`src/frd_pkg.sv`:
```
// Shared types and constants for the firmware record deframer.
`timescale 1ns / 1ps

package frd_pkg;

    // Configuration port widths and register indexes
    localparam int CFG_IDX_W  = 2;
    localparam int CFG_DATA_W = 20;

    localparam logic [CFG_IDX_W-1:0] CFG_IMAGE_OFFSET   = 2'd0;
    localparam logic [CFG_IDX_W-1:0] CFG_CHUNK_LEN      = 2'd1;
    localparam logic [CFG_IDX_W-1:0] CFG_MAX_RECORD_LEN = 2'd2;

    // Register values after reset
    localparam logic [19:0] RST_IMAGE_OFFSET   = 20'd0;
    localparam logic [5:0]  RST_CHUNK_LEN      = 6'd50;
    localparam logic [15:0] RST_MAX_RECORD_LEN = 16'd1023;

    // Record length that ends the load with success
    localparam logic [15:0] LEN_TERMINATOR = 16'h8001;

    // Result kinds
    typedef enum logic [1:0] {
        KIND_DATA   = 2'd0,
        KIND_DONE   = 2'd1,
        KIND_BADLEN = 2'd2,
        KIND_TRUNC  = 2'd3
    } t_kind;

    // One image byte
    typedef struct packed {
        logic [7:0] data_byte;
        logic       end_of_image;
    } t_in_item;

    // One result
    typedef struct packed {
        t_kind       kind;
        logic [15:0] load_address;
        logic [7:0]  payload_byte;
        logic        chunk_end;
        logic        record_end;
        logic        last;
    } t_out_item;

    // Configuration registers as seen by the parser
    typedef struct packed {
        logic [19:0] image_offset;
        logic [5:0]  chunk_len;
        logic [15:0] max_record_len;
    } t_cfg;

    // Results produced by one parse step, written to the result queue
    typedef struct packed {
        logic      wr0;
        logic      wr1;
        t_out_item r0;
        t_out_item r1;
    } t_step;

endpackage

```
`src/firmware_record_deframer_core.sv`:
```
// Top level of the firmware record deframer: input register, configuration and result queue.
//
// Image bytes enter on i_valid/i_data, one transfer per byte; o_stall holds them back.
// Results leave on o_valid/o_data, one transfer per result; i_stall holds them back.
// Each byte gives zero, one or two results; o_data.last marks the last one of a byte.
// Configuration registers are written on i_cfg_valid/o_cfg_ready with i_cfg_index and
// i_cfg_data; o_cfg_ready is always high and a write takes effect on the next byte.
// A byte is taken into the input register and parsed once the queue has room; its
// results are written to the result queue and are readable there in the next cycle.
// The sustained rate is one byte per cycle while each byte gives at most one result and
// the receiver does not stall; the result channel moves one result per cycle, so a byte
// with two results takes two transfers. The parse step waits until the queue has room
// for two results. When the receiver stalls, the queue fills and o_stall rises once
// the input register is occupied and cannot be parsed. Reset (i_rst_n low, synchronous)
// empties the input register and the queue, returns the parser to offset skipping with
// cleared state, and loads the registers with offset 0, chunk length 50, and a record
// limit of 1023.
`timescale 1ns / 1ps

module firmware_record_deframer_core #(
    parameter int RESQ_DEPTH = 4
) (
    input  logic                             i_clk,
    input  logic                             i_rst_n,
    input  logic                             i_valid,
    output logic                             o_stall,
    input  frd_pkg::t_in_item                i_data,
    output logic                             o_valid,
    input  logic                             i_stall,
    output frd_pkg::t_out_item               o_data,
    input  logic                             i_cfg_valid,
    output logic                             o_cfg_ready,
    input  logic [frd_pkg::CFG_IDX_W-1:0]    i_cfg_index,
    input  logic [frd_pkg::CFG_DATA_W-1:0]   i_cfg_data
);
    import frd_pkg::*;

    logic     r_in_valid;
    t_in_item r_in_item;
    t_cfg     r_cfg;
    logic     room;
    logic     consume;
    t_step    step;

    assign o_cfg_ready = 1'b1;
    assign consume     = r_in_valid && room;
    assign o_stall     = r_in_valid && !consume;

    // Input register, refilled whenever its byte is parsed
    always_ff @(posedge i_clk) begin
        if (!i_rst_n) begin
            r_in_valid <= 1'b0;
        end else if (!o_stall) begin
            r_in_valid <= i_valid;
        end
    end

    always_ff @(posedge i_clk) begin
        if (i_valid && !o_stall) begin
            r_in_item <= i_data;
        end
    end

    // Configuration registers
    always_ff @(posedge i_clk) begin
        if (!i_rst_n) begin
            r_cfg.image_offset   <= RST_IMAGE_OFFSET;
            r_cfg.chunk_len      <= RST_CHUNK_LEN;
            r_cfg.max_record_len <= RST_MAX_RECORD_LEN;
        end else if (i_cfg_valid && o_cfg_ready) begin
            case (i_cfg_index)
                CFG_IMAGE_OFFSET:   r_cfg.image_offset   <= i_cfg_data[19:0];
                CFG_CHUNK_LEN:      r_cfg.chunk_len      <= i_cfg_data[5:0];
                CFG_MAX_RECORD_LEN: r_cfg.max_record_len <= i_cfg_data[15:0];
                default: begin
                end
            endcase
        end
    end

    // Parser and result queue
    frd_parse u_parse (
        .i_clk     (i_clk),
        .i_rst_n   (i_rst_n),
        .i_consume (consume),
        .i_item    (r_in_item),
        .i_cfg     (r_cfg),
        .o_step    (step)
    );

    frd_resq #(
        .DEPTH (RESQ_DEPTH)
    ) u_resq (
        .i_clk   (i_clk),
        .i_rst_n (i_rst_n),
        .i_step  (step),
        .o_room  (room),
        .o_valid (o_valid),
        .i_stall (i_stall),
        .o_data  (o_data)
    );

    // The queue comes out of reset empty.
    a_reset_empty: assert property (@(posedge i_clk) !i_rst_n |=> !o_valid)
        else $error("result queue not empty after reset");

    // A second result of a byte never comes without a first one.
    a_pair_order: assert property (@(posedge i_clk) disable iff (!i_rst_n)
        step.wr1 |-> step.wr0)
        else $error("second result written without a first");

    // A written result is offered in the next cycle.
    a_write_shows: assert property (@(posedge i_clk) disable iff (!i_rst_n)
        step.wr0 |=> o_valid)
        else $error("written result not offered");

    // A byte waiting for queue room keeps its value.
    a_hold_input: assert property (@(posedge i_clk) disable iff (!i_rst_n)
        o_stall |=> r_in_valid && $stable(r_in_item))
        else $error("waiting input byte changed");

endmodule

```
`src/frd_parse.sv`:
```
// Record parser: holds the deframing state and turns one image byte into up to two results.
`timescale 1ns / 1ps

module frd_parse (
    input  logic            i_clk,
    input  logic            i_rst_n,
    input  logic            i_consume,
    input  frd_pkg::t_in_item i_item,
    input  frd_pkg::t_cfg   i_cfg,
    output frd_pkg::t_step  o_step
);
    import frd_pkg::*;

    typedef enum logic [3:0] {
        PH_SKIP    = 4'b0001,
        PH_HEADER  = 4'b0010,
        PH_PAYLOAD = 4'b0100,
        PH_HALT    = 4'b1000
    } t_phase;

    t_phase      r_phase,        n_phase;
    logic [19:0] r_skip_count,   n_skip_count;
    logic [1:0]  r_header_index, n_header_index;
    logic [23:0] r_header_bytes, n_header_bytes;
    logic [15:0] r_bytes_left,   n_bytes_left;
    logic [15:0] r_next_address, n_next_address;
    logic [5:0]  r_chunk_fill,   n_chunk_fill;

    logic        skip_lt;
    logic        eoi;
    logic        enter_hdr;
    logic        do_hdr;
    logic [1:0]  cur_idx;
    logic [23:0] cur_bytes;
    logic [15:0] rec_len;
    logic [15:0] rec_addr;
    logic [5:0]  fill;
    logic [15:0] left;
    logic        rend;
    logic        cend;
    t_step       step;

    assign skip_lt   = r_skip_count < i_cfg.image_offset;
    assign eoi       = i_item.end_of_image;
    // Offset done: this byte is already the first header byte.
    assign enter_hdr = (r_phase == PH_SKIP) && !skip_lt;
    assign do_hdr    = enter_hdr || ((r_phase == PH_HEADER) && !(skip_lt && eoi));
    assign cur_idx   = enter_hdr ? 2'd0 : r_header_index;
    assign cur_bytes = enter_hdr ? 24'd0 : r_header_bytes;
    assign rec_len   = cur_bytes[23:8];
    assign rec_addr  = {cur_bytes[7:0], i_item.data_byte};
    assign fill      = r_chunk_fill + 6'd1;
    assign left      = r_bytes_left - 16'd1;
    assign rend      = (left == 16'd0);
    assign cend      = (fill == i_cfg.chunk_len) || rend;

    // Next state and results for the byte being consumed
    always_comb begin
        n_phase        = r_phase;
        n_skip_count   = r_skip_count;
        n_header_index = r_header_index;
        n_header_bytes = r_header_bytes;
        n_bytes_left   = r_bytes_left;
        n_next_address = r_next_address;
        n_chunk_fill   = r_chunk_fill;
        step           = '0;

        if (i_consume) begin
            if (do_hdr) begin
                n_phase = PH_HEADER;
                if (cur_idx != 2'd3) begin
                    n_header_bytes = {cur_bytes[15:0], i_item.data_byte};
                    n_header_index = cur_idx + 2'd1;
                end else begin
                    n_header_index = 2'd0;
                    n_header_bytes = 24'd0;
                    if (rec_len == LEN_TERMINATOR) begin
                        step.wr0     = 1'b1;
                        step.r0.kind = KIND_DONE;
                        n_phase      = PH_HALT;
                    end else if (rec_len == 16'd0) begin
                        n_phase = PH_HEADER;
                    end else if (rec_len > i_cfg.max_record_len) begin
                        step.wr0     = 1'b1;
                        step.r0.kind = KIND_BADLEN;
                        n_phase      = PH_HALT;
                    end else begin
                        n_bytes_left   = rec_len;
                        n_next_address = rec_addr;
                        n_chunk_fill   = 6'd0;
                        n_phase        = PH_PAYLOAD;
                    end
                end
                // Image ended inside a header or between records.
                if (eoi && (n_phase != PH_HALT)) begin
                    step.wr0     = 1'b1;
                    step.r0.kind = KIND_TRUNC;
                end
            end else begin
                case (r_phase)
                    PH_SKIP: begin
                        n_skip_count = r_skip_count + 20'd1;
                        if (eoi) begin
                            step.wr0     = 1'b1;
                            step.r0.kind = KIND_TRUNC;
                        end
                    end
                    PH_PAYLOAD: begin
                        step.wr0             = 1'b1;
                        step.r0.kind         = KIND_DATA;
                        step.r0.load_address = r_next_address;
                        step.r0.payload_byte = i_item.data_byte;
                        step.r0.chunk_end    = cend;
                        step.r0.record_end   = rend;
                        n_bytes_left         = left;
                        n_next_address       = r_next_address + 16'd1;
                        n_chunk_fill         = cend ? 6'd0 : fill;
                        if (rend) begin
                            n_phase        = PH_HEADER;
                            n_header_index = 2'd0;
                            n_header_bytes = 24'd0;
                        end
                        if (eoi) begin
                            step.wr1     = 1'b1;
                            step.r1.kind = KIND_TRUNC;
                        end
                    end
                    default: begin
                    end
                endcase
            end

            // The last result of this byte carries the last flag.
            if (step.wr1) begin
                step.r1.last = 1'b1;
            end else begin
                step.r0.last = step.wr0;
            end

            // End of image re-arms the parser for the next image.
            if (eoi) begin
                n_phase        = PH_SKIP;
                n_skip_count   = 20'd0;
                n_header_index = 2'd0;
                n_header_bytes = 24'd0;
                n_bytes_left   = 16'd0;
                n_next_address = 16'd0;
                n_chunk_fill   = 6'd0;
            end
        end
    end

    assign o_step = step;

    // State registers
    always_ff @(posedge i_clk) begin
        if (!i_rst_n) begin
            r_phase        <= PH_SKIP;
            r_skip_count   <= 20'd0;
            r_header_index <= 2'd0;
            r_header_bytes <= 24'd0;
            r_bytes_left   <= 16'd0;
            r_next_address <= 16'd0;
            r_chunk_fill   <= 6'd0;
        end else begin
            r_phase        <= n_phase;
            r_skip_count   <= n_skip_count;
            r_header_index <= n_header_index;
            r_header_bytes <= n_header_bytes;
            r_bytes_left   <= n_bytes_left;
            r_next_address <= n_next_address;
            r_chunk_fill   <= n_chunk_fill;
        end
    end

endmodule

```
`src/frd_resq.sv`:
```
// Result queue: takes up to two results per cycle and hands out one result per transfer.
`timescale 1ns / 1ps

module frd_resq #(
    parameter int DEPTH = 4
) (
    input  logic               i_clk,
    input  logic               i_rst_n,
    input  frd_pkg::t_step     i_step,
    output logic               o_room,
    output logic               o_valid,
    input  logic               i_stall,
    output frd_pkg::t_out_item o_data
);
    import frd_pkg::*;

    localparam int AW = $clog2(DEPTH);
    localparam int CW = $clog2(DEPTH + 1);
    localparam logic [AW-1:0] LAST_IDX = AW'(DEPTH - 1);
    localparam logic [CW-1:0] ROOM_MAX = CW'(DEPTH - 2);

    t_out_item     r_mem [DEPTH];
    logic [AW-1:0] r_wr_ptr, n_wr_ptr;
    logic [AW-1:0] r_rd_ptr, n_rd_ptr;
    logic [CW-1:0] r_count,  n_count;
    logic [AW-1:0] wr_ptr1;
    logic [AW-1:0] wr_ptr2;
    logic          pop;

    // Pointer arithmetic with wrap at the queue depth
    assign wr_ptr1 = (r_wr_ptr == LAST_IDX) ? '0 : r_wr_ptr + 1'b1;
    assign wr_ptr2 = (wr_ptr1 == LAST_IDX) ? '0 : wr_ptr1 + 1'b1;

    assign o_valid = (r_count != '0);
    assign o_data  = r_mem[r_rd_ptr];
    assign o_room  = (r_count <= ROOM_MAX);
    assign pop     = o_valid && !i_stall;

    // Next pointer and fill values
    always_comb begin
        n_rd_ptr = r_rd_ptr;
        n_wr_ptr = r_wr_ptr;
        if (pop) begin
            n_rd_ptr = (r_rd_ptr == LAST_IDX) ? '0 : r_rd_ptr + 1'b1;
        end
        if (i_step.wr1) begin
            n_wr_ptr = wr_ptr2;
        end else if (i_step.wr0) begin
            n_wr_ptr = wr_ptr1;
        end
        n_count = r_count + CW'(i_step.wr0) + CW'(i_step.wr1) - CW'(pop);
    end

    // Queue storage
    always_ff @(posedge i_clk) begin
        if (i_step.wr0) begin
            r_mem[r_wr_ptr] <= i_step.r0;
        end
        if (i_step.wr1) begin
            r_mem[wr_ptr1] <= i_step.r1;
        end
    end

    // Queue control
    always_ff @(posedge i_clk) begin
        if (!i_rst_n) begin
            r_wr_ptr <= '0;
            r_rd_ptr <= '0;
            r_count  <= '0;
        end else begin
            r_wr_ptr <= n_wr_ptr;
            r_rd_ptr <= n_rd_ptr;
            r_count  <= n_count;
        end
    end

endmodule

```
`config.mk`:
```
export PLATFORM = sky130hd
export DESIGN_NAME = firmware_record_deframer_core
export DESIGN_NICKNAME = d
export VERILOG_FILES = /design/src/frd_pkg.sv /design/src/firmware_record_deframer_core.sv /design/src/frd_parse.sv /design/src/frd_resq.sv
export SDC_FILE = /design/constraint.sdc
export NUM_CORES = 1
export LEC_CHECK = 0
export BUFFER_PORTS_ARGS = -buffer_cell sky130_fd_sc_hd__buf_2
export CAP_MARGIN = 10
export CORE_UTILIZATION = 55
export DETAILED_ROUTE_END_ITERATION = 6
export PLACE_DENSITY = 0.73
export SLEW_MARGIN = 20
export SYNTH_ARGS = -nofsm -noshare
export SYNTH_HDL_FRONTEND = slang
export SYNTH_SLANG_ARGS = --single-unit
```
`constraint.sdc`:
```
create_clock -name i_clk -period 7.1 [get_ports i_clk]
set_input_delay 1.065 -clock i_clk [delete_from_list [all_inputs] [get_ports i_clk]]
set_output_delay 1.065 -clock i_clk [all_outputs]
set_load 0.1 [all_outputs]
```
# Yosys cells after proc, flatten, opt, wreduce, memory -nomap -nowiden
# Memories as Yosys holds them, arrays and structs flattened. A register that Yosys moved wholly into a read port is not among the register bits.
# Index checks and enable logic that the tools add are counted.
[op_classes]
mux = 85
n_eq_ne = 17
n_lt_le_gt_ge = 3
n_addsub = 11
n_reduce_logical = 29
[op_table]
columns = ["operator", "count"]
rows = [
  ["16-bit 2-to-1 mux", 14],
  ["24-bit 2-to-1 mux", 6],
  ["20-bit 2-to-1 mux", 3],
  ["26-bit 2-to-1 mux", 2],
  ["6-bit 2-to-1 mux", 8],
  ["2-bit 2-to-1 mux", 23],
  ["4-bit 2-to-1 mux", 10],
  ["33-bit 2-to-1 mux", 1],
  ["16-bit zero test", 2],
  ["20-bit by 1-bit adder with 20-bit output, second input constant", 1],
  ["20-bit < comparator", 1],
  ["1-bit 2-to-1 mux", 17],
  ["16-bit by 1-bit adder with 16-bit output, second input constant", 1],
  ["16-bit == test, second input constant", 1],
  ["16-bit > comparator", 1],
  ["16-bit by 1-bit subtractor with 16-bit output, second input constant", 1],
  ["3-bit inequality test, second input constant", 4],
  ["3-bit nonzero test", 3],
  ["2-bit by 1-bit adder with 2-bit output, second input constant", 4],
  ["2-bit == test, second input constant", 4],
  ["1-bit logical AND", 8],
  ["3-bit by 1-bit adder with 3-bit output", 2],
  ["6-bit by 1-bit adder with 6-bit output, second input constant", 1],
  ["6-bit == test", 1],
  ["other kinds (16)", 26],
]
[word_totals]
reg_bits = 147
output_inout_bits = 32
n_memories = 1
elab_cells = 162
inputBits = 36
ramBits = 116
[memory_table]
columns = ["memory", "depth", "width", "rd", "rd_clocked_by_memory_dff", "wr", "line", "source"]
rows = [
  ["u_resq.r_mem", 4, 29, 1, 1, 2, "frd_resq.sv:22", "t_out_item r_mem [DEPTH];"],
]

# Longest topological paths before layout
# Gate-level depths: netlist of the first run.
[logic_depth]
ltp_word = 20
mapped_depth = 25
ltp_nobuf = 22

# By module
# A second synthesis of the first run with hierarchy kept.
[hier_totals]
cells_unflattened = 1387
area_unflattened_um2 = 14781.7
[modules_own_cells]
columns = ["mod", "n_inst", "cells_per_inst", "area_per_inst_um2", "seq_area_each_um2"]
rows = [
  ["frd_parse", 1, 854, 6608.8, 1761.7],
  ["frd_resq", 1, 342, 6102.1, 3663.5],
  ["firmware_record_deframer_core", 1, 191, 2070.7, 1131.1],
]

# Worst setup path before layout of the first run
# No wires, ideal clock.
[synth_path]
path_kind = "flip-flop to flip-flop"
startpoint = "reg r_cfg[41] (netlist bit)"
endpoint = "reg u_resq.r_count[2]"
setup_ns = 0.128
synth_period_minus_slack_ns = 5.315
path_slack_ns = 1.785
stages_incl_launch_ff = 25
arrival_ns = 5.188
required_ns = 6.972
n_path_buf = 4
path_cell_list = "dfxtp_1 -> inv_1 -> ha_1 -> nand4_1 -> or4_4 -> o221ai_1 -> o31ai_2 -> buf_2 -> clkbuf_1 -> clkbuf_1 -> and2_1 -> ha_1 -> nand2_1 -> a2111oi_1 -> a211oi_1 -> o22ai_1 -> a21o_1 -> buf_6 -> nand2_1 -> ha_1 -> inv_1 -> fa_1 -> fa_1 -> xor2_1 -> nor2_1"
[synth_between]
elab_chain_cells = 19
elab_cells_between_ends = 33
cone_classes = "add/sub: 3; order compare: 2; eq/ne: 3; mux: 17; reduce/logical: 8"
[synth_rtl]
columns = ["item", "line", "source"]
rows = [
  ["start: declaration", "firmware_record_deframer_core.sv:40", "t_cfg r_cfg;"],
  ["20-bit < comparator *", "frd_parse.sv:43", "assign skip_lt = r_skip_count < i_cfg.image_offset;"],
  ["1-bit zero test", "frd_parse.sv:46", "assign enter_hdr = (r_phase == PH_SKIP) && !skip_lt;"],
  ["1-bit logical AND", "frd_parse.sv:46", ""],
  ["24-bit 2-to-1 mux", "frd_parse.sv:49", "assign cur_bytes = enter_hdr ? 24'd0 : r_header_bytes;"],
  ["16-bit > comparator", "frd_parse.sv:83", "end else if (rec_len > i_cfg.max_record_len) begin"],
  ["4-bit 2-to-1 mux", "frd_parse.sv:83", ""],
  ["4-bit 2-to-1 mux", "frd_parse.sv:81", "end else if (rec_len == 16'd0) begin"],
  ["4-bit 2-to-1 mux", "frd_parse.sv:77", "if (rec_len == LEN_TERMINATOR) begin"],
  ["(+3 left out)", "-", ""],
  ["4-bit inequality test", "frd_parse.sv:95", "if (eoi && (n_phase != PH_HALT)) begin"],
  ["1-bit logical AND", "frd_parse.sv:95", ""],
  ["1-bit 2-to-1 mux", "frd_parse.sv:95", ""],
  ["1-bit 2-to-1 mux", "frd_parse.sv:69", "if (do_hdr) begin"],
  ["33-bit 2-to-1 mux *", "frd_parse.sv:68", "if (i_consume) begin"],
  ["3-bit by 1-bit adder with 3-bit output", "frd_resq.sv:51", "n_count = r_count + CW'(i_step.wr0) + CW'(i_step.wr1) - CW'(pop);"],
  ["3-bit by 1-bit adder with 3-bit output *", "frd_resq.sv:51", ""],
  ["3-bit by 1-bit subtractor with 3-bit output *", "frd_resq.sv:51", ""],
  ["end signal: assignment", "frd_resq.sv:73", "r_count <= n_count;"],
  ["end: declaration", "frd_resq.sv:25", "logic [CW-1:0] r_count, n_count;"],
]
# Mark *: on every way between the ends. The rest lies on a longest branch, timed or not. The select of a mux whose other input is x is not followed.
# A chain may end at the register's enable or synchronous reset.

# Final worst setup path of the first run
[layout_path]
startpoint = "reg r_cfg[40] (netlist bit)"
endpoint = "reg u_resq.r_count[2]"
# The elaborated chain is that of the path after synthesis.

==> results by group, run 1 <==
Timing
  • Slew of the pin with the lowest slew margin: 1.051 ns
  • Clock skew: 0.02410 ns
  • RSZ-0062 raised after global routing: false
  • Final Hold Vio Count: 0
  • Fin crit period: 6.038 ns
  • Total negative slack: 0 ns
  • Final Setup Violations: 0
  • Max_slew headroom: 29.91%
  • Final worst-path cycle share: 85.05%
  • Max Fclk: 165.6 MHz
  • Slew Limit Fails: 0

Yosys
  • Sequential area share after synthesis: 39.21%
  • Asr flop ratio synth: 0%
  • Netlist area before placement: 0.01406 sq mm
  • Synthesis-stage register bit count: 265
  • Library cells used by synthesis: 92
  • Ys Warns: 0
  • Number of flops mapped to enable cells by yosys: 21
  • Syn Nets: 1661
  • Top_reg_cell synth: dfxtp_1
  • Post-Synthesis Cells: 1571
  • Syn avg cell area: 8.953 sq um

Floorplan
  • Die H: 161.9 microns
  • Rows: 58
  • Ports: 68
  • Total core area: 0.02511 sq mm
  • Die X: 161.9 microns
  • Initial Utilization: 56.01%
  • Die area: 0.02622 sq mm

Final layout
  • Fin area: 0.01543 sq mm
  • Fin util: 61.46%
  • Area Overhead vs Synth: 9.714%
  • # fillers: 2242
  • Diode count: 0
  • Non-filler cells, final: 1922
  • Share of layout cells above drive strength 1: 12.94%
  • Nets: 1660

Place
  • Placed cell count: 1868
  • RD Place Congestion: 0.9209
  • Hpwl dp: 25050 microns
  • Instance area at placement: 0.01438 sq mm
  • # port buffers: 66

Power and ir drop
  • Sequential fraction of design power: 40.4%
  • Maximum VDD drop: 0.0002202 V
  • Clock power share: 39.2%
  • Switching share of total power: 31.56%
  • P per Cell Area: 263.2 mW/mm^2
  • Tot Pwr: 4.062 mW
  • P_int: 2.780 mW
  • Sw Pwr: 1.282 mW
  • Pleak: 6.296 nW
  • Comb pwr share: 20.4%

CTS
  • CTS resizes: 0
  • Longest Clk Path Bufs: 3
  • Clock sinks: 265
  • Post-CTS Hold Buffers: 0
  • Num CTS Buffers: 29
  • Clock root buffer: clkbuf_16
  • Clock latency on the worst-skew pair: 0.57 ns
  • Postcts setup bufs: 0
  • CTS H-tree depth: 1
  • Clock-pin slew on the worst setup and hold paths: 0.06 ns
  • CTS tree: done

Detailed routing
  • 1st-iter DRT viols: 920
  • Number of nets still failing antenna checks after routing: 0
  • Via count: 11948
  • Routed wire per std cell: 19.32 microns
  • Post-Route WL: 37140 microns
  • Vias per cell: 6.216
  • Residual DRC count: 1
  • First drt pass iteration count: 7

GRT
  • Pin count of the biggest net entering global routing: 108
  • Initial antenna violation count: 0
  • Tot GR Track Use: 28.31%
  • Number of global-route vias before repair: 11312
  • Global-route wire length before repair: 59830 microns
  • Overflow left after global routing: 0

Critical path
  • R2R setup slack: 1.06 ns
  • Critical path arrival: 6.46 ns
  • Worst-path fanout max: 18
  • WP data required: 7.52 ns
  • Reg2Reg Depth: 21
  • Worst Setup End Kind: flip-flop
  • Type of the worst setup path: reg -> reg
  • CP Launch Type: flip-flop

Outcome
  • Failing checks: design-rule violations
  • Status: finished, violations left

Min path
  • Hold WC Path Type: reg -> reg
  • Worst Hold Depth: 2

Run
  • # Max-Cap Violations: 0
==> cell usage after synthesis (all sizes together) (29+ instances only) <==
cell,count,area [sq um]
a21oi,106,545.5
buf,39,304.0
clkbuf,79,296.5
dfxtp,244,4885
ha,52,650.6
inv,66,247.7
mux2i,106,1061
mux4,29,653.1
nand2,237,897.1
nand3,145,745.7
nor2,75,284.0
nor3,33,181.4
==> cells in the final DEF (no fill, tap or decap), types with 6 or more instances in the layout <==
cell | Yosys | routed
o211ai_1 | 13 | 13
clkbuf_16 | 0 | 30
o21ai_1 | 7 | 7
edfxtp_1 | 21 | 21
clkbuf_8 | 0 | 7
o221ai_1 | 9 | 9
o31ai_1 | 14 | 14
inv_1 | 65 | 65
mux4_2 | 29 | 29
nand3_1 | 141 | 141
a21oi_1 | 104 | 104
xor2_1 | 8 | 8
nor2_1 | 74 | 73
xnor2_1 | 24 | 24
a21o_1 | 13 | 13
nor3_1 | 31 | 30
dfxtp_1 | 244 | 243
o21ai_0 | 17 | 16
a31oi_1 | 11 | 11
o221a_2 | 6 | 6
and2_1 | 24 | 23
o21a_1 | 6 | 6
buf_2 | 12 | 66
a32oi_1 | 6 | 6
and3_1 | 9 | 9
or4_1 | 9 | 9
nor4_1 | 19 | 19
mux2i_1 | 106 | 106
nand4_1 | 26 | 26
o221a_1 | 6 | 6
ha_1 | 52 | 52
nand2_1 | 236 | 236
buf_4 | 4 | 19
a211oi_1 | 6 | 6
==> cell type report <==
cell class	count	area [sq um]	area share [%]
clock buffers	42	865.8	5.611
clock inverters	11	152.6	0.9892
inverters	66	247.7	1.605
multi-input cells	1122	7735	50.13
flip-flops and latches	265	5517	35.75
well taps	330	412.9	2.676
repair buffers	86	500.5	3.243
==> cells by family after synthesis <==
| kind of cell | count (synthesis) | synth area share (%) |
|---|---|---|
| AOI/OAI and AO/OA | 277 | 13.93 |
| buffers and inverters | 184 | 6.031 |
| muxes | 137 | 12.35 |
| xor gates and xnor gates | 33 | 2.153 |
| DFF | 265 | 39.21 |
| other | 1 | 0.02666 |
| and+or+nand+nor | 620 | 21.39 |
| adders and majority gates | 54 | 4.911 |
==> sequential cells by signal, indices dropped and copies added, names as in the netlist, 2 cells and up, named ones only <==
signal                  count
u_resq.r_mem              116
r_cfg                      42
u_parse.r_header_bytes     24
u_parse.r_skip_count       20
u_parse.r_bytes_left       16
u_parse.r_next_address     16
r_in_item                   9
u_parse.r_chunk_fill        6
u_parse.r_phase             4
u_resq.r_count              3
u_parse.r_header_index      2
u_resq.r_rd_ptr             2
u_resq.r_wr_ptr             2
==> layer usage <==
layer,vias up,GRT usage (%),routed length (microns)
met5,-,0,0
met4,0,10.33,1163
met1,5745,39.11,16520
li1,5664,-,-
met2,438,45.03,17020
met3,101,4.035,2434
==> stage by stage <==
step           worst slack (ns)  hold slack [ns]
2_1_floorplan             1.785           0.4349
3_3_place_gp              1.342           0.4410
3_5_place_dp              1.200           0.4473
4_1_cts                   1.164           0.4555
5_1_grt                  0.6425           0.4710
6_report                  1.062           0.4541
==> worst paths after layout <==
path | startpoint | endpoint
setup reg to reg | r_cfg[40] | u_resq.r_count[2]
hold reg to reg | r_cfg[32] | r_cfg[32]
hold / removal | r_cfg[32] | r_cfg[32]
setup / recovery | r_cfg[40] | u_resq.r_count[2]
==> power by group through the flow <==
stage | registers (mW) | clock network, mW | logic, mW
2_1_floorplan | 1.62 | 0 | 0.667
3_3_place_gp | 1.67 | 0 | 0.803
3_5_place_dp | 1.67 | 0 | 0.811
4_1_cts | 1.64 | 1.61 | 0.815
5_1_grt | 1.65 | 1.68 | 0.891
6_report | 1.64 | 1.59 | 0.828
==> critical path: stages, from the launching register on <==
cell	delay [ns]
dfxtp_1	0.34
inv_1	0.05
ha_1	0.30
nand4_1	0.13
or4_4	0.58
nor4_2	0.30
o31ai_4	0.24
and2_1	0.26
ha_1	0.32
a211o_1	0.13
a21oi_1	0.05
a2111oi_1	0.70
a211oi_1	0.18
o22ai_1	0.40
a21o_1	0.43
nand2_1	0.14
ha_1	0.31
inv_1	0.05
fa_1	0.37
fa_1	0.40
xor2_1	0.16
nor2_1	0.05
Power figures use the tool's default switching activity.
==> inputs of run 2 (changes only) <==
Settings changed: GPL_TIMING_DRIVEN set to 0.
Clock period 7.1 ns to 7.57 ns, I/O delays scaled along.
==> results by group, run 2 (synthesized netlist as in run 1, its figures left out) <==
Final layout
  • Nets: 1757 (+5.8%)
  • Leading registers by flop count: u_resq.r_mem: 116 flops, r_cfg: 42 flops, u_parse.r_header_bytes: 24 flops
  • Biggest register: u_resq.r_mem
  • Max reg flops: 116 (unchanged)
  • Area Overhead vs Synth: 11.65%
  • Most frequent cells in the layout: 244 x dfxtp_1, 236 x nand2_1, 141 x nand3_1
  • Diode count: 0 (unchanged)
  • Commonest non-fill, non-tap cell in the layout: dfxtp_1
  • Share of layout cells above drive strength 1: 12.32% (-0.62 points)

Timing
  • Total negative slack: 0 ns (unchanged)
  • Slew of the pin with the lowest slew margin: 1.098 ns (+0.04690 ns)
  • Slew Limit Fails: 0 (unchanged)
  • Fin crit period: 6.599 ns (+0.5604 ns)
  • Final Hold Vio Count: 0 (unchanged)
  • Max Fclk: 151.5 MHz (-8.5%)
  • Clock skew: 0.03363 ns (+0.009530 ns)
  • Max_slew headroom: 26.01% (-3.9 points)
  • Final worst-path cycle share: 87.17% (+2.1 points)
  • Final Setup Violations: 0 (unchanged)
  • RSZ-0062 raised after global routing: false

Floorplan
  • Total core area: 0.02511 sq mm (unchanged)
  • Die area: 0.02622 sq mm (unchanged)
  • Ports: 68 (unchanged)
  • Initial Utilization: 56.01% (unchanged)
  • Die X: 161.9 microns (unchanged)
  • Rows: 58 (unchanged)
  • Die H: 161.9 microns (unchanged)

GRT
  • Initial antenna violation count: 0 (unchanged)
  • Number of global-route vias before repair: 12033 (+6.4%)
  • Global-route wire length before repair: 65960 microns (+10%)
  • Overflow left after global routing: 0 (unchanged)
  • Tot GR Track Use: 31.99% (+3.7 points)
  • Pin count of the biggest net entering global routing: 16 (-85%)

Detailed routing
  • 1st-iter DRT viols: 1121 (+22%)
  • Vias per cell: 6.291 (+1.2%)
  • First drt pass iteration count: 6 (-1)
  • Met3 wire length: 3344 microns (+37%)
  • Routed wire per std cell: 20.64 microns (+6.8%)
  • Met2 WL: 18870 microns (+11%)
  • Residual DRC count: 0 (-1)
  • Via count: 12695 (+6.3%)
  • Post-Route WL: 41650 microns (+12%)
  • Top Layer Used: met4
  • Number of nets still failing antenna checks after routing: 0 (unchanged)
  • Post-Route M1 WL: 18120 microns (+9.7%)

Power and ir drop
  • Pleak: 6.388 nW (+1.5%)
  • Maximum VDD drop: 0.0002022 V (-8.1%)
  • Tot Pwr: 3.704 mW (-8.8%)
  • P per Cell Area: 235.9 mW/mm^2 (-10%)

CTS
  • Longest Clk Path Bufs: 3 (unchanged)
  • Post-CTS Hold Buffers: 0 (unchanged)
  • Postcts setup bufs: 0 (unchanged)
  • Clock root buffer: clkbuf_16
  • Num CTS Buffers: 28 (-3.4%)
  • CTS tree: done
  • Clock latency on the worst-skew pair: 0.58 ns (about the same)
  • Clock-pin slew on the worst setup and hold paths: 0.06 ns (about the same)
  • Clock sinks: 265 (unchanged)
  • CTS H-tree depth: 1 (unchanged)
  • CTS resizes: 0 (unchanged)

Critical path
  • Critical path arrival: 7.05 ns (+0.59 ns)
  • Worst Setup End Kind: flip-flop
  • Reg2Reg Depth: 24 (+14%)
  • Reg2reg start: r_cfg[37]
  • CP peak stage delay: 0.65 ns (-0.05 ns)
  • Most used cell, CP: ha_1
  • R2R setup slack: 0.97 ns (-0.09 ns)
  • Reg-to-reg endpoint: u_resq.r_count[2]
  • Type of the worst setup path: reg -> reg
  • Slowest-stage cell, CP: a2111oi_1
  • CP cell instances: inv_1 > ha_1 > a21oi_1 > o21ai_0 > a22o_1 > o31ai_2 > buf_2 > clkbuf_1 > clkbuf_1 > and2_1 > ha_1 > nand4_1 > a2111oi_1 > a211oi_1 > o22ai_1 > a21o_1 > buf_6 > nand2_1 > ha_1 > inv_1 > fa_1 > fa_1 > xor2_1 > nor2_1
  • Worst-path fanout max: 10 (-8)
  • WP data required: 8.02 ns (+0.50 ns)
  • CP Launch Type: flip-flop
  • Buf/Inv on CP: 6 (+4)
  • Crit path max-delay family: compound AO/OA/AOI/OAI gates

Run
  • # Max-Cap Violations: 0 (unchanged)

Outcome
  • Status: complete, no violations

Place
  • # port buffers: 66 (unchanged)
  • RD Place Congestion: 0.9461 (+2.7%)
  • Hpwl dp: 30730 microns (+23%)

Min path
  • Worst Hold Depth: 2 (unchanged)
  • Worst Hold End: r_cfg[28]
  • Worst Hold Launch: r_cfg[28]
  • Hold WC Path Type: reg -> reg
## run 2: final cells by class
class                   count  area (sq um)
clock inverters            17         136.4
clock buffers              34         753.2
repair buffers             66         330.3
multi-input cells        1122          7706
fillers                  2195          9407
plain buffers             118         600.6
inverters                  66         247.7
flip-flops and latches    265          5515
well taps                 330         412.9
## run 2: routing by layer
| metal | global-route usage, % | vias up |
|---|---|---|
| li1 | - | 5854 |
| met1 | 44.80 | 6131 |
| met4 | 10.72 | 0 |
| met5 | 0 | - |
| met3 | 4.035 | 103 |
| met2 | 51.01 | 607 |
## run 2: report_power, final
part	switching (mW)	internal (mW)	leakage, nW
registers	0.0499	1.46	2.16
logic	0.581	0.270	3.80
clock network	0.598	0.744	0.433
## run 2: per-stage QoR
step / hold slack [ns] / util, % / instances / cell area, sq um / setup slack, ns
final: 0.4542 / 62.54 / 2018 / 15700 / 0.9711
after global routing: 0.4707 / 62.54 / 2018 / 15700 / 0.5980
after CTS: 0.4555 / 62.54 / 2018 / 15700 / 1.076
after detailed placement: 0.4475 / 58.99 / 1967 / 14810 / 1.107
after global placement: 0.4415 / 58.97 / 1967 / 14810 / 1.184
after floorplan: 0.4349 / - / 1571 / 14060 / 2.255
## run 2: how the worst max path moves through the flow
| stage | start | to | slack, ns | depth (start not counted) |
|---|---|---|---|---|
| after floorplan | r_cfg[41] | u_resq.r_count[2] | 2.25 | 24 |
| after global placement | r_cfg[37] | u_resq.r_count[2] | 1.18 | 24 |
| after detailed placement | r_cfg[37] | u_resq.r_count[2] | 1.11 | 24 |
| after CTS | r_cfg[37] | u_resq.r_count[2] | 1.08 | 24 |
| after global routing | r_cfg[37] | u_resq.r_count[2] | 0.60 | 24 |
| final | r_cfg[37] | u_resq.r_count[2] | 0.97 | 24 |
## run 2: worst min-delay path: stages (launching register included)
cell and delay [ns]:
dfxtp_1 0.31, nand2_1 0.05, a21oi_1 0.05
==> inputs of run 3 (changes only) <==
Settings changed: SYNTH_HIERARCHICAL set to 1.
==> results by group, run 3 <==
Timing
  • Final Setup Violations: 0 (unchanged)
  • Max Fclk: 142.2 MHz (-6.2%)
  • Slew of the pin with the lowest slew margin: 1.015 ns (-0.08292 ns)
  • Fin crit period: 7.032 ns (+0.4334 ns)
  • RSZ-0062 raised after global routing: false
  • Slew Limit Fails: 0 (unchanged)
  • Clock skew: 0.01391 ns (-0.01972 ns)
  • Final Hold Vio Count: 0 (unchanged)
  • Max_slew headroom: 32.14% (+6.1 points)
  • Final worst-path cycle share: 92.90% (+5.7 points)
  • Total negative slack: 0 ns (unchanged)

GRT
  • Pin count of the biggest net entering global routing: 26 (+10)
  • Global-route wire length before repair: 61890 microns (-6.2%)
  • GR Util met1: 37.77% (-7.0 points)
  • Grt met2 use: 47.46% (-3.6 points)
  • Number of global-route vias before repair: 11326 (-5.9%)
  • GR met3 Demand/Resource: 3.861% (-0.17 points)
  • Tot GR Track Use: 28.30% (-3.7 points)
  • Initial antenna violation count: 0 (unchanged)
  • Overflow left after global routing: 0 (unchanged)
  • Most used routing layer: met2

Yosys
  • Syn avg cell area: 10.66 sq um (+19%)
  • Post-Synthesis Cells: 1387 (-12%)
  • Ys Warns: 6 (+6)
  • Synth cell count leaders: 161 x nand2_1, 140 x dfxtp_1, 125 x edfxtp_1
  • Sequential area share after synthesis: 44.35% (+5.1 points)
  • Synthesis-stage register bit count: 265 (unchanged)
  • Number of flops mapped to enable cells by yosys: 125 (+500%)
  • Most frequent cell after synthesis: nand2_1
  • Share of the synthesized area in the top cell type: 25.39% (-9.3 points)
  • Netlist area before placement: 0.01478 sq mm (+5.1%)
  • Asr flop ratio synth: 0% (unchanged)
  • Top_reg_cell synth: dfxtp_1
  • Synth area leaders: edfxtp_1 25%, dfxtp_1 19%, mux2_2 8.9%
  • Library cells used by synthesis: 79 (-14%)
  • Synth area leader: edfxtp_1

CTS
  • Longest Clk Path Bufs: 3 (unchanged)
  • Num CTS Buffers: 29 (+3.6%)
  • Post-CTS Hold Buffers: 0 (unchanged)
  • Clock-pin slew on the worst setup and hold paths: 0.06 ns (about the same)
  • CTS resizes: 0 (unchanged)
  • Clock latency on the worst-skew pair: 0.54 ns (-0.04 ns)
  • CTS H-tree depth: 1 (unchanged)
  • Clock root buffer: clkbuf_16
  • Postcts setup bufs: 0 (unchanged)
  • Clock sinks: 265 (unchanged)
  • CTS tree: done

Critical path
  • Crit path max-delay family: compound AO/OA/AOI/OAI gates
  • Worst-path fanout max: 10 (unchanged)
  • Type of the worst setup path: reg -> reg
  • Buf/Inv on CP: 3 (-3)
  • WP data required: 8.01 ns (about the same)
  • CP Launch Type: flip-flop
  • Worst Setup End Kind: flip-flop
  • Slowest-stage cell, CP: a221oi_1
  • R2R setup slack: 0.54 ns (-0.43 ns)
  • CP peak stage delay: 0.81 ns (+0.16 ns)
  • Critical path arrival: 7.47 ns (+0.42 ns)
  • CP cell instances: ha_1 > a21oi_1 > nand2_1 > a221oi_1 > nand3_1 > nand2_1 > clkbuf_1 > and2_1 > ha_1 > and4_1 > nand2_1 > a311o_1 > a31oi_1 > o21ai_0 > a21oi_1 > a2bb2oi_1 > inv_1 > ha_1 > inv_1 > fa_1 > fa_1 > xnor2_1 > and2_1

Detailed routing
  • Vias per cell: 6.090 (-3.2%)
  • First drt pass iteration count: 7 (+1)
  • Residual DRC count: 6 (+6)
  • Post-Route WL: 38920 microns (-6.5%)
  • 1st-iter DRT viols: 1090 (-2.8%)
  • Via count: 11394 (-10%)
  • Number of nets still failing antenna checks after routing: 0 (unchanged)
  • Routed wire per std cell: 20.80 microns (+0.81%)

Final layout
  • Leading registers by flop count: u_resq/r_mem: 116 flops, r_cfg: 42 flops, u_parse/r_header_bytes: 24 flops
  • Biggest register: u_resq/r_mem
  • Most frequent cells in the layout: 157 x nand2_1, 140 x dfxtp_1, 125 x edfxtp_1
  • Max reg flops: 116 (unchanged)
  • Share of layout cells above drive strength 1: 23.37% (+11 points)
  • Area Overhead vs Synth: 12.94%
  • Diode count: 0 (unchanged)
  • Nets: 1601 (-8.9%)
  • # fillers: 2048 (-6.7%)
  • Fin area: 0.01669 sq mm (+6.3%)
  • Fin util: 63.70% (+1.2 points)
  • Commonest non-fill, non-tap cell in the layout: nand2_1

Min path
  • Hold WC Path Type: reg -> reg

Run
  • # Max-Cap Violations: 0 (unchanged)

Power and ir drop
  • Pleak: 6.805 nW (+6.5%)
  • Tot Pwr: 4.177 mW (+13%)
  • Maximum VDD drop: 0.0002297 V (+14%)
  • P per Cell Area: 250.2 mW/mm^2 (+6.1%)

Floorplan
  • Ports: 68 (unchanged)
  • Die area: 0.02754 sq mm (+5.0%)
  • Initial Utilization: 56.40% (+0.39 points)
  • Die H: 165.9 microns (+2.5%)
  • Rows: 59 (+1.7%)
  • Die X: 165.9 microns (+2.5%)
  • Total core area: 0.02621 sq mm (+4.4%)

Outcome
  • Status: finished, violations left
  • Failing checks: design-rule violations

Place
  • RD Place Congestion: 0.9971 (+5.4%)
  • Hpwl dp: 27790 microns (-9.6%)
  • Instance area at placement: 0.01574 sq mm (+6.3%)
  • # port buffers: 66 (unchanged)
## run 3: cell count changes after synthesis, moves of 48 or more
cell | before | now
nand2_1 | 236 | 161
nand3_1 | 141 | 28
mux2i_1 | 106 | 58
a21oi_1 | 104 | 40
edfxtp_1 | 21 | 125
dfxtp_1 | 244 | 140
mux2_2 | 2 | 117
## run 3: worst paths after layout
check                           end                      from  cells after the start
hold / removal            r_cfg[31]                 r_cfg[31]                      2
hold reg to reg           r_cfg[31]                 r_cfg[31]                      2
setup / recovery  u_resq/r_count[2]  u_parse/r_skip_count[18]                     23
setup reg to reg  u_resq/r_count[2]  u_parse/r_skip_count[18]                     23
## run 3: tightest hold or removal path, stage by stage, from the launching register on
cell	delay [ns]
dfxtp_1	0.31
nand2_1	0.05
mux2i_1	0.05
## run 3: kinds of logic after synthesis
logic type,after synthesis,share of synthesized area [%]
AO/OA/AOI/OAI,204,9.929
other,2,0.05081
multiplexers,204,17.28
flip-flops,265,44.35
AND/OR/NAND/NOR,444,15.52
XOR/XNOR,41,2.429
buffers and inverters,176,6.018
adder cells (fa/ha/maj),51,4.419
## run 3: stage by stage
stage                     std cells  worst slack, ns  hold WS (ns)
final                          1871           0.5377        0.4580
after detailed placement       1818           0.6784        0.4503
after CTS                      1871           0.6384        0.4591
after global placement         1813           0.7479        0.4462
after global routing           1871          0.09669        0.4656
after floorplan                1412            2.161        0.4347
## run 3: power by group
part	switching [mW]	total [mW]	internal [mW]	leakage [nW]
registers	0.0417	1.60	1.56	2.30
clock network	0.556	1.38	0.827	0.482
logic	0.879	1.19	0.314	4.02
## run 3: cell type report
type	instances	area (sq um)	share of cell area, %
tap	335	419.2	2.511
multi-input combinational	971	7455	44.65
timing repair buffer	71	422.9	2.533
sequential	265	6556	39.27
clock buffer	48	924.6	5.538
buffer	114	656.9	3.935
clock inverter	5	27.53	0.1649
inverter	62	232.7	1.394
## run 3: metal layers
metal	routed length (microns)	up-vias
li1	-	5346
met1	16720	5501
met2	18300	448
met3	2639	99
met4	1259	0
met5	0	-
